**src/rtl/ahfe_pkg.sv**
```systemverilog
// shared types, constants and helper functions for the ascii hex frame encoder
package ahfe_pkg;

    localparam logic [7:0]  START_CHAR = 8'h02;
    localparam logic [7:0]  END_CHAR   = 8'h03;
    localparam logic [15:0] CRC_INIT   = 16'hFFFF;

    localparam int QDEPTH = 2;
    localparam int QPTR_W = (QDEPTH > 1) ? $clog2(QDEPTH) : 1;
    localparam int QCNT_W = $clog2(QDEPTH + 1);

    // character slots of one command, sent lowest first
    localparam int SLOT_START  = 0;
    localparam int SLOT_DATA_H = 1;
    localparam int SLOT_DATA_L = 2;
    localparam int SLOT_CRC0_H = 3;
    localparam int SLOT_CRC0_L = 4;
    localparam int SLOT_CRC1_H = 5;
    localparam int SLOT_CRC1_L = 6;
    localparam int SLOT_END    = 7;
    localparam int NSLOTS      = 8;

    typedef struct packed {
        logic [NSLOTS-1:0] mask;
        logic [7:0]        data;
        logic [15:0]       crc;
    } cmd_t;

    function automatic logic [7:0] hex_char(input logic [3:0] nib);
        logic [7:0] wide;
        wide = {4'b0000, nib};
        return (nib <= 4'd9) ? wide + 8'd48 : wide + 8'd55;
    endfunction

    function automatic logic [15:0] crc_update(input logic [15:0] crc, input logic [7:0] b);
        logic [7:0]  x;
        logic [15:0] xw;
        x  = crc[15:8] ^ b;
        x  = x ^ (x >> 4);
        xw = {8'h00, x};
        return (crc << 8) ^ (xw << 12) ^ (xw << 5) ^ xw;
    endfunction

endpackage

```
**src/rtl/ascii_hex_frame_encoder_crc16_core.sv**
```systemverilog
// top level: ascii hex frame encoder with crc-16, front, queue and back joined
// the first character of a beat passes through the queue, the back slot mask and the output register to m_valid
// throughput: one character per cycle from the back sequencer while m_ready is high, so a
// payload beat gives 2 characters, a beat that opens a frame 3, a closing beat up to 8
// reset: synchronous active low aresetn clears the queue, output valid and frame state;
// crc returns to 0xFFFF and no frame is open
module ascii_hex_frame_encoder_crc16_core (
    input  logic       aclk,
    input  logic       aresetn,
    input  logic       s_valid,
    output logic       s_ready,
    input  logic [7:0] s_data_byte,
    input  logic       s_last_byte,
    input  logic       s_empty_frame,
    output logic       m_valid,
    input  logic       m_ready,
    output logic [7:0] m_out_char,
    output logic       m_run_last,
    output logic       m_frame_end
);
    import ahfe_pkg::*;

    cmd_t push_cmd, pop_cmd;
    logic push, full, pop, empty;

    ahfe_front u_front (
        .aclk          (aclk),
        .aresetn       (aresetn),
        .s_valid       (s_valid),
        .s_ready       (s_ready),
        .s_data_byte   (s_data_byte),
        .s_last_byte   (s_last_byte),
        .s_empty_frame (s_empty_frame),
        .q_push        (push),
        .q_cmd         (push_cmd),
        .q_full        (full)
    );

    ahfe_queue u_queue (
        .aclk     (aclk),
        .aresetn  (aresetn),
        .push     (push),
        .push_cmd (push_cmd),
        .full     (full),
        .pop      (pop),
        .pop_cmd  (pop_cmd),
        .empty    (empty)
    );

    ahfe_back u_back (
        .aclk        (aclk),
        .aresetn     (aresetn),
        .q_cmd       (pop_cmd),
        .q_empty     (empty),
        .q_pop       (pop),
        .m_valid     (m_valid),
        .m_ready     (m_ready),
        .m_out_char  (m_out_char),
        .m_run_last  (m_run_last),
        .m_frame_end (m_frame_end)
    );

endmodule

```
**src/rtl/ahfe_front.sv**
```systemverilog
// front end: accepts beats, tracks the open frame and crc, builds character commands
module ahfe_front (
    input  logic          aclk,
    input  logic          aresetn,
    input  logic          s_valid,
    output logic          s_ready,
    input  logic [7:0]    s_data_byte,
    input  logic          s_last_byte,
    input  logic          s_empty_frame,
    output logic          q_push,
    output ahfe_pkg::cmd_t q_cmd,
    input  logic          q_full
);
    import ahfe_pkg::*;

    logic [15:0] crc_reg, crc_next;
    logic        in_frame_reg, in_frame_next;
    logic [15:0] crc_base, crc_after;
    logic        close;

    assign s_ready = !q_full;
    assign q_push  = s_valid && s_ready;
    assign close   = s_empty_frame || s_last_byte;

    always_comb begin
        crc_base  = in_frame_reg ? crc_reg : CRC_INIT;
        crc_after = s_empty_frame ? crc_base : crc_update(crc_base, s_data_byte);

        q_cmd.mask              = '0;
        q_cmd.mask[SLOT_START]  = !in_frame_reg;
        q_cmd.mask[SLOT_DATA_H] = !s_empty_frame;
        q_cmd.mask[SLOT_DATA_L] = !s_empty_frame;
        q_cmd.mask[SLOT_CRC0_H] = close;
        q_cmd.mask[SLOT_CRC0_L] = close;
        q_cmd.mask[SLOT_CRC1_H] = close;
        q_cmd.mask[SLOT_CRC1_L] = close;
        q_cmd.mask[SLOT_END]    = close;
        q_cmd.data              = s_data_byte;
        q_cmd.crc               = crc_after;

        crc_next      = crc_reg;
        in_frame_next = in_frame_reg;
        if (q_push) begin
            crc_next      = close ? CRC_INIT : crc_after;
            in_frame_next = !close;
        end
    end

    always_ff @(posedge aclk) begin
        if (!aresetn) begin
            crc_reg      <= CRC_INIT;
            in_frame_reg <= 1'b0;
        end else begin
            crc_reg      <= crc_next;
            in_frame_reg <= in_frame_next;
        end
    end

endmodule

```
**src/rtl/ahfe_queue.sv**
```systemverilog
// short command queue between front and back
module ahfe_queue (
    input  logic           aclk,
    input  logic           aresetn,
    input  logic           push,
    input  ahfe_pkg::cmd_t push_cmd,
    output logic           full,
    input  logic           pop,
    output ahfe_pkg::cmd_t pop_cmd,
    output logic           empty
);
    import ahfe_pkg::*;

    cmd_t              mem_reg [QDEPTH];
    logic [QPTR_W-1:0] wr_ptr_reg, wr_ptr_next;
    logic [QPTR_W-1:0] rd_ptr_reg, rd_ptr_next;
    logic [QCNT_W-1:0] count_reg, count_next;
    logic              do_push, do_pop;

    assign full    = (count_reg == QCNT_W'(QDEPTH));
    assign empty   = (count_reg == '0);
    assign do_push = push && !full;
    assign do_pop  = pop && !empty;
    assign pop_cmd = mem_reg[rd_ptr_reg];

    function automatic logic [QPTR_W-1:0] ptr_inc(input logic [QPTR_W-1:0] p);
        return (p == QPTR_W'(QDEPTH - 1)) ? '0 : p + 1'b1;
    endfunction

    always_comb begin
        wr_ptr_next = do_push ? ptr_inc(wr_ptr_reg) : wr_ptr_reg;
        rd_ptr_next = do_pop ? ptr_inc(rd_ptr_reg) : rd_ptr_reg;
        count_next  = count_reg;
        if (do_push && !do_pop) begin
            count_next = count_reg + 1'b1;
        end else if (do_pop && !do_push) begin
            count_next = count_reg - 1'b1;
        end
    end

    always_ff @(posedge aclk) begin
        if (do_push) begin
            mem_reg[wr_ptr_reg] <= push_cmd;
        end
    end

    always_ff @(posedge aclk) begin
        if (!aresetn) begin
            wr_ptr_reg <= '0;
            rd_ptr_reg <= '0;
            count_reg  <= '0;
        end else begin
            wr_ptr_reg <= wr_ptr_next;
            rd_ptr_reg <= rd_ptr_next;
            count_reg  <= count_next;
        end
    end

endmodule

```
**src/rtl/ahfe_back.sv**
```systemverilog
// back end: walks the character slots of each command, one character per cycle unless m_ready stalls the output
module ahfe_back (
    input  logic           aclk,
    input  logic           aresetn,
    input  ahfe_pkg::cmd_t q_cmd,
    input  logic           q_empty,
    output logic           q_pop,
    output logic           m_valid,
    input  logic           m_ready,
    output logic [7:0]     m_out_char,
    output logic           m_run_last,
    output logic           m_frame_end
);
    import ahfe_pkg::*;

    logic [NSLOTS-1:0] mask_reg, mask_next;
    logic [7:0]        data_reg;
    logic [15:0]       crc_reg;
    logic              valid_reg, valid_next;
    logic [7:0]        char_reg;
    logic              run_last_reg;
    logic              frame_end_reg;

    logic [NSLOTS-1:0] sel, rem;
    logic              emit;
    logic [7:0]        char_sel;

    assign sel   = mask_reg & (~mask_reg + 1'b1);
    assign rem   = mask_reg & ~sel;
    assign emit  = (mask_reg != '0) && (!valid_reg || m_ready);
    assign q_pop = !q_empty && ((mask_reg == '0) || (emit && rem == '0));

    always_comb begin
        priority if (sel[SLOT_START]) begin
            char_sel = START_CHAR;
        end else if (sel[SLOT_DATA_H]) begin
            char_sel = hex_char(data_reg[7:4]);
        end else if (sel[SLOT_DATA_L]) begin
            char_sel = hex_char(data_reg[3:0]);
        end else if (sel[SLOT_CRC0_H]) begin
            char_sel = hex_char(crc_reg[7:4]);
        end else if (sel[SLOT_CRC0_L]) begin
            char_sel = hex_char(crc_reg[3:0]);
        end else if (sel[SLOT_CRC1_H]) begin
            char_sel = hex_char(crc_reg[15:12]);
        end else if (sel[SLOT_CRC1_L]) begin
            char_sel = hex_char(crc_reg[11:8]);
        end else begin
            char_sel = END_CHAR;
        end
    end

    always_comb begin
        mask_next = mask_reg;
        if (q_pop) begin
            mask_next = q_cmd.mask;
        end else if (emit) begin
            mask_next = rem;
        end
        valid_next = valid_reg;
        if (emit) begin
            valid_next = 1'b1;
        end else if (m_ready) begin
            valid_next = 1'b0;
        end
    end

    always_ff @(posedge aclk) begin
        if (!aresetn) begin
            mask_reg  <= '0;
            valid_reg <= 1'b0;
        end else begin
            mask_reg  <= mask_next;
            valid_reg <= valid_next;
        end
    end

    // payload and output character registers
    always_ff @(posedge aclk) begin
        if (q_pop) begin
            data_reg <= q_cmd.data;
            crc_reg  <= q_cmd.crc;
        end
        if (emit) begin
            char_reg      <= char_sel;
            run_last_reg  <= (rem == '0);
            frame_end_reg <= sel[SLOT_END];
        end
    end

    assign m_valid     = valid_reg;
    assign m_out_char  = char_reg;
    assign m_run_last  = run_last_reg;
    assign m_frame_end = frame_end_reg;

endmodule
```
**config.mk**
```make
export PLATFORM = sky130hd
export DESIGN_NAME = ascii_hex_frame_encoder_crc16_core
export DESIGN_NICKNAME = d
export VERILOG_FILES = /design/src/rtl/ahfe_pkg.sv /design/src/rtl/ascii_hex_frame_encoder_crc16_core.sv /design/src/rtl/ahfe_front.sv /design/src/rtl/ahfe_queue.sv /design/src/rtl/ahfe_back.sv
export SDC_FILE = /design/constraint.sdc
export NUM_CORES = 1
export LEC_CHECK = 0
export ABC_AREA = 1
export BUFFER_PORTS_ARGS = -buffer_cell sky130_fd_sc_hd__clkbuf_2
export CAP_MARGIN = 5
export CORE_ASPECT_RATIO = 1.25
export CORE_MARGIN = 2
export CORE_UTILIZATION = 45
export CTS_BUF_LIST = sky130_fd_sc_hd__clkbuf_8
export CTS_CLUSTER_SIZE = 10
export DETAILED_ROUTE_END_ITERATION = 10
export SLEW_MARGIN = 20
export SYNTH_ARGS = -nofsm -noshare
export SYNTH_HDL_FRONTEND = slang
export SYNTH_SLANG_ARGS = --single-unit
```
**constraint.sdc**
```tcl
create_clock -name aclk -period 2.4 [get_ports aclk]
set_input_delay 0.12 -clock aclk [delete_from_list [all_inputs] [get_ports aclk]]
set_output_delay 0.12 -clock aclk [all_outputs]
set_load 0.01 [all_outputs]
```
==> impl_metrics.csv <==
group,metric,value,unit
hold_path,hp-class,"in2reg",
global_routing,grt_usage,0.192,
power,clkPwrFrac,0.241,
global_routing,first_global_vias,4007,
clocking,clkTransAtPathRegs,70,ps
clocking,cts-buffers-inserted,17,
hold_path,holdPathStages,2,
floorplan,boundaryPins,26,
yosys,synth_top_family_by_area,"simple AND/OR/NAND/NOR gates",
worst_setup_path,cpMaxStageDelayCell,"edfxtp_1",
global_routing,grt_pass1_wl,19.5,mm
worst_setup_path,reg2regPathDepth,13,
global_routing,overflow,0,
worst_setup_path,crit_arrival,2340,ps
yosys,syn_area,0.00566,mm2
worst_setup_path,worstSetupPathType,"reg2reg",
route,vias,4112,
yosys,synth-seq-cells,118,
sta,totalNegativeSetupSlack,0,ps
worst_setup_path,cp_max_fo,4,
hold_path,holdPathEnd,"u_front.crc_reg[12]",
layout,drive_above_1_share,0.167,
sta,drv_slew,0,
sta,rsz0062_at_grt,"no",
worst_setup_path,path_cells,"inv_1, ha_1, nor2_1, o21ai_0, inv_1, nand2_1, nand3_1, nand2_1, nand2_1, a21boi_0, o21ai_0, nand2_1, nand2_1",
clocking,cts_tree,"done",
power,power_density,1180,mW/mm2
sta,max_freq,465,MHz
floorplan,die_w,104,um
hold_path,min_from,"aresetn",
layout,syn2layout_area_growth,14.7,%
worst_setup_path,critPathRequiredTime,2590,ps
yosys,avgSynthCellArea,9.81,um2
place,dp_hpwl,8.66,mm
yosys,yosysTopAreaCell,"edfxtp_1",
place,port_buffers,24,
global_routing,grt_max_degree,30,
clocking,clk_latency,440,ps
yosys,synth_common_cells,"nand2_1 (133), edfxtp_1 (87), inv_1 (69)",
sta,min_period,2150,ps
sta,hold_viol,0,
run,cap_violations,0,
route,met2_length,6.08,mm
yosys,async_reset_ff_frac,0,
yosys,yosysMostFrequentCell,"nand2_1",
route,drt-met1-wl,4.99,mm
sta,maxSlewHeadroom,0.633,
worst_setup_path,rrSetupSlack,250,ps
place,routabilityCongestion,0.976,
floorplan,die_h,129,um
yosys,yosys-top-cells-area,"edfxtp_1 (46%), dfxtp_1 (11%), nand2_1 (8.8%), mux2_2 (5.4%), inv_1 (4.6%)",
yosys,syn-num-nets,603,
worst_setup_path,path_delay_family,"compound AO/OA/AOI/OAI gates",
yosys,synth_adder_area_share,0.0265,
sta,fin_skew,8.62,ps
global_routing,antenna_found_initial,0,
power,peakVddDrop,515,uV
power,p_sw,2830,uW
clocking,cts_sinks,118,
layout,final_nets,648,
yosys,synth_cell_type_count,42,
yosys,synth_compound_area_frac,0.0802,
power,pwr-share-seq,0.415,
yosys,synth-xor-area-share,0.0325,
route,vias_per_cell,5.15,
route,wl_met3,556,um
power,power_leakage,0.00269,uW
yosys,synth_edf_count,87,
clocking,cts_setup_buffers,0,
sta,period_share,0.897,
worst_setup_path,slowest_delay,430,ps
route,drt-wirelength-per-cell,15.1,um
outcome,outcome,"finished clean",
yosys,synthMuxAreaShare,0.0537,
yosys,netlist_instances,577,
layout,antenna_cells,0,
worst_setup_path,cp_common_cell,"nand2_1",
route,wl,12.0,mm
power,swShare,0.369,
floorplan,core,0.0122,mm2
clocking,htreeDepth,4,
yosys,synth_simple_gate_area_share,0.174,
yosys,synthFlopType,"edfxtp_1",
yosys,synth_top_area_frac,0.462,
yosys,yosysWarningCount,0,
worst_setup_path,cp-start-kind,"register",
floorplan,initial_utilization,0.463,
route,drtIter0Drc,167,
yosys,ys_seq_area_frac,0.571,
route,antenna_left,0,
route,drc,0,
worst_setup_path,r2r-end,"u_back.m_out_char[0]",
clocking,cts_root_buf,"clkbuf_8",
route,dr.pass1.iters,5,
layout,largest_reg_flops,54,
power,power_frac_comb,0.344,
sta,final-setup-viol-count,0,
sta,tightest_slew,550,ps
floorplan,num_rows,45,
worst_setup_path,endpoint_kind,"register",
clocking,clock_path_buffers,2,
worst_setup_path,r2r-start,"u_back.crc_reg[8]",
route,highest_layer,"met4",
floorplan,die-area,0.0135,mm2
sta,holdWs,168,ps
worst_setup_path,worst-path-buf-inv,2,
power,p_int,4840,uW
## routing by layer
metal | track usage | vias up
li1 | - | 2044
met1 | 0.213 | 1911
met2 | 0.331 | 128
met3 | 0.0563 | 29
met4 | 0.108 | 0
met5 | 0 | -
## power by group through the flow
| stage | logic (uW) | clock network (uW) | registers, uW |
|---|---|---|---|
| floorplan | 1900 | 0 | 3180 |
| global route | 2980 | 1980 | 3240 |
| global placement | 2570 | 0 | 3200 |
| detailed placement | 2610 | 0 | 3230 |
| finish | 2640 | 1840 | 3180 |
| CTS | 2630 | 1890 | 3190 |
## layout by cell type (no fill, tap or decap), types with 2 or more instances in the layout
cell type,instances
xor2_1,7
o21bai_1,2
nand2_2,5
bufinv_16,3
edfxtp_1,87
a31oi_1,7
clkbuf_8,18
o21ai_0,27
a22oi_1,2
nor3_1,4
o211ai_1,2
inv_1,71
clkinv_1,2
mux2_2,27
clkbuf_2,24
inv_2,3
o31ai_1,2
nand2_4,3
nor2_2,4
nand4_1,4
dlygate4sd3_1,10
nand2_1,133
nand3_1,29
dfxtp_1,31
o22ai_1,14
xnor2_1,14
clkinv_2,4
clkinv_4,2
buf_4,5
ha_1,12
a21oi_1,16
clkinvlp_4,3
nor2_1,44
## layout make-up
type | count | area (um2)
tap | 164 | 205
inverter | 75 | 283
clock inverter | 14 | 161
fill | 1127 | 5730
clock buffer | 18 | 248
multi-input combinational | 370 | 2080
sequential | 118 | 3230
timing repair buffer | 40 | 278
## worst register-to-register path: cells and delay by family, from the launching register on
kind	cells	cell delay (ps)
AO/OA/AOI/OAI	3	610
flip-flops	1	430
buffers and inverters	2	220
AND/OR/NAND/NOR	7	480
adder cells (fa/ha/maj)	1	170
## through the flow
step / instance area (um2) / instances / power (uW) / setup WS [ps] / util
global placement: 5980 / 757 / 5770 / 372 / 0.490
CTS: 6490 / 799 / 7710 / 282 / 0.531
finish: 6490 / 799 / 7670 / 247 / 0.531
global route: 6490 / 799 / 8200 / 56.6 / 0.531
detailed placement: 5980 / 757 / 5840 / 294 / 0.490
floorplan: 5660 / 577 / 5080 / 124 / -
## worst max path at each step
stage	startpoint	end	slack, ps	cells past startpoint
final	u_back.crc_reg[8]	u_back.m_out_char[0]	250	13
after global routing	u_back.crc_reg[8]	u_back.m_out_char[0]	60	13
after CTS	u_back.crc_reg[8]	u_back.m_out_char[0]	280	13
after detailed placement	u_back.crc_reg[8]	u_back.m_out_char[0]	290	13
after global placement	u_back.crc_reg[8]	u_back.m_out_char[0]	370	13
after floorplan	u_queue.count_reg[0]	u_queue.mem_reg[1][0]	120	4
## what timing repair did
| item | CTS | global route |
|---|---|---|
| resized for setup | 0 | 0 |
| endpoints found under the hold margin | 19 | 0 |
| hold buffers | 10 | 0 |
## kinds of logic after synthesis
family                     count (synthesis)
AOI/OAI and AO/OA                         78
DFF                                      118
and+or+nand+nor                          231
adders and majority gates                 12
buffers and inverters                     89
other                                      1
xor gates and xnor gates                  21
muxes                                     27
No activity file was read; power rests on OpenSTA's default activity.
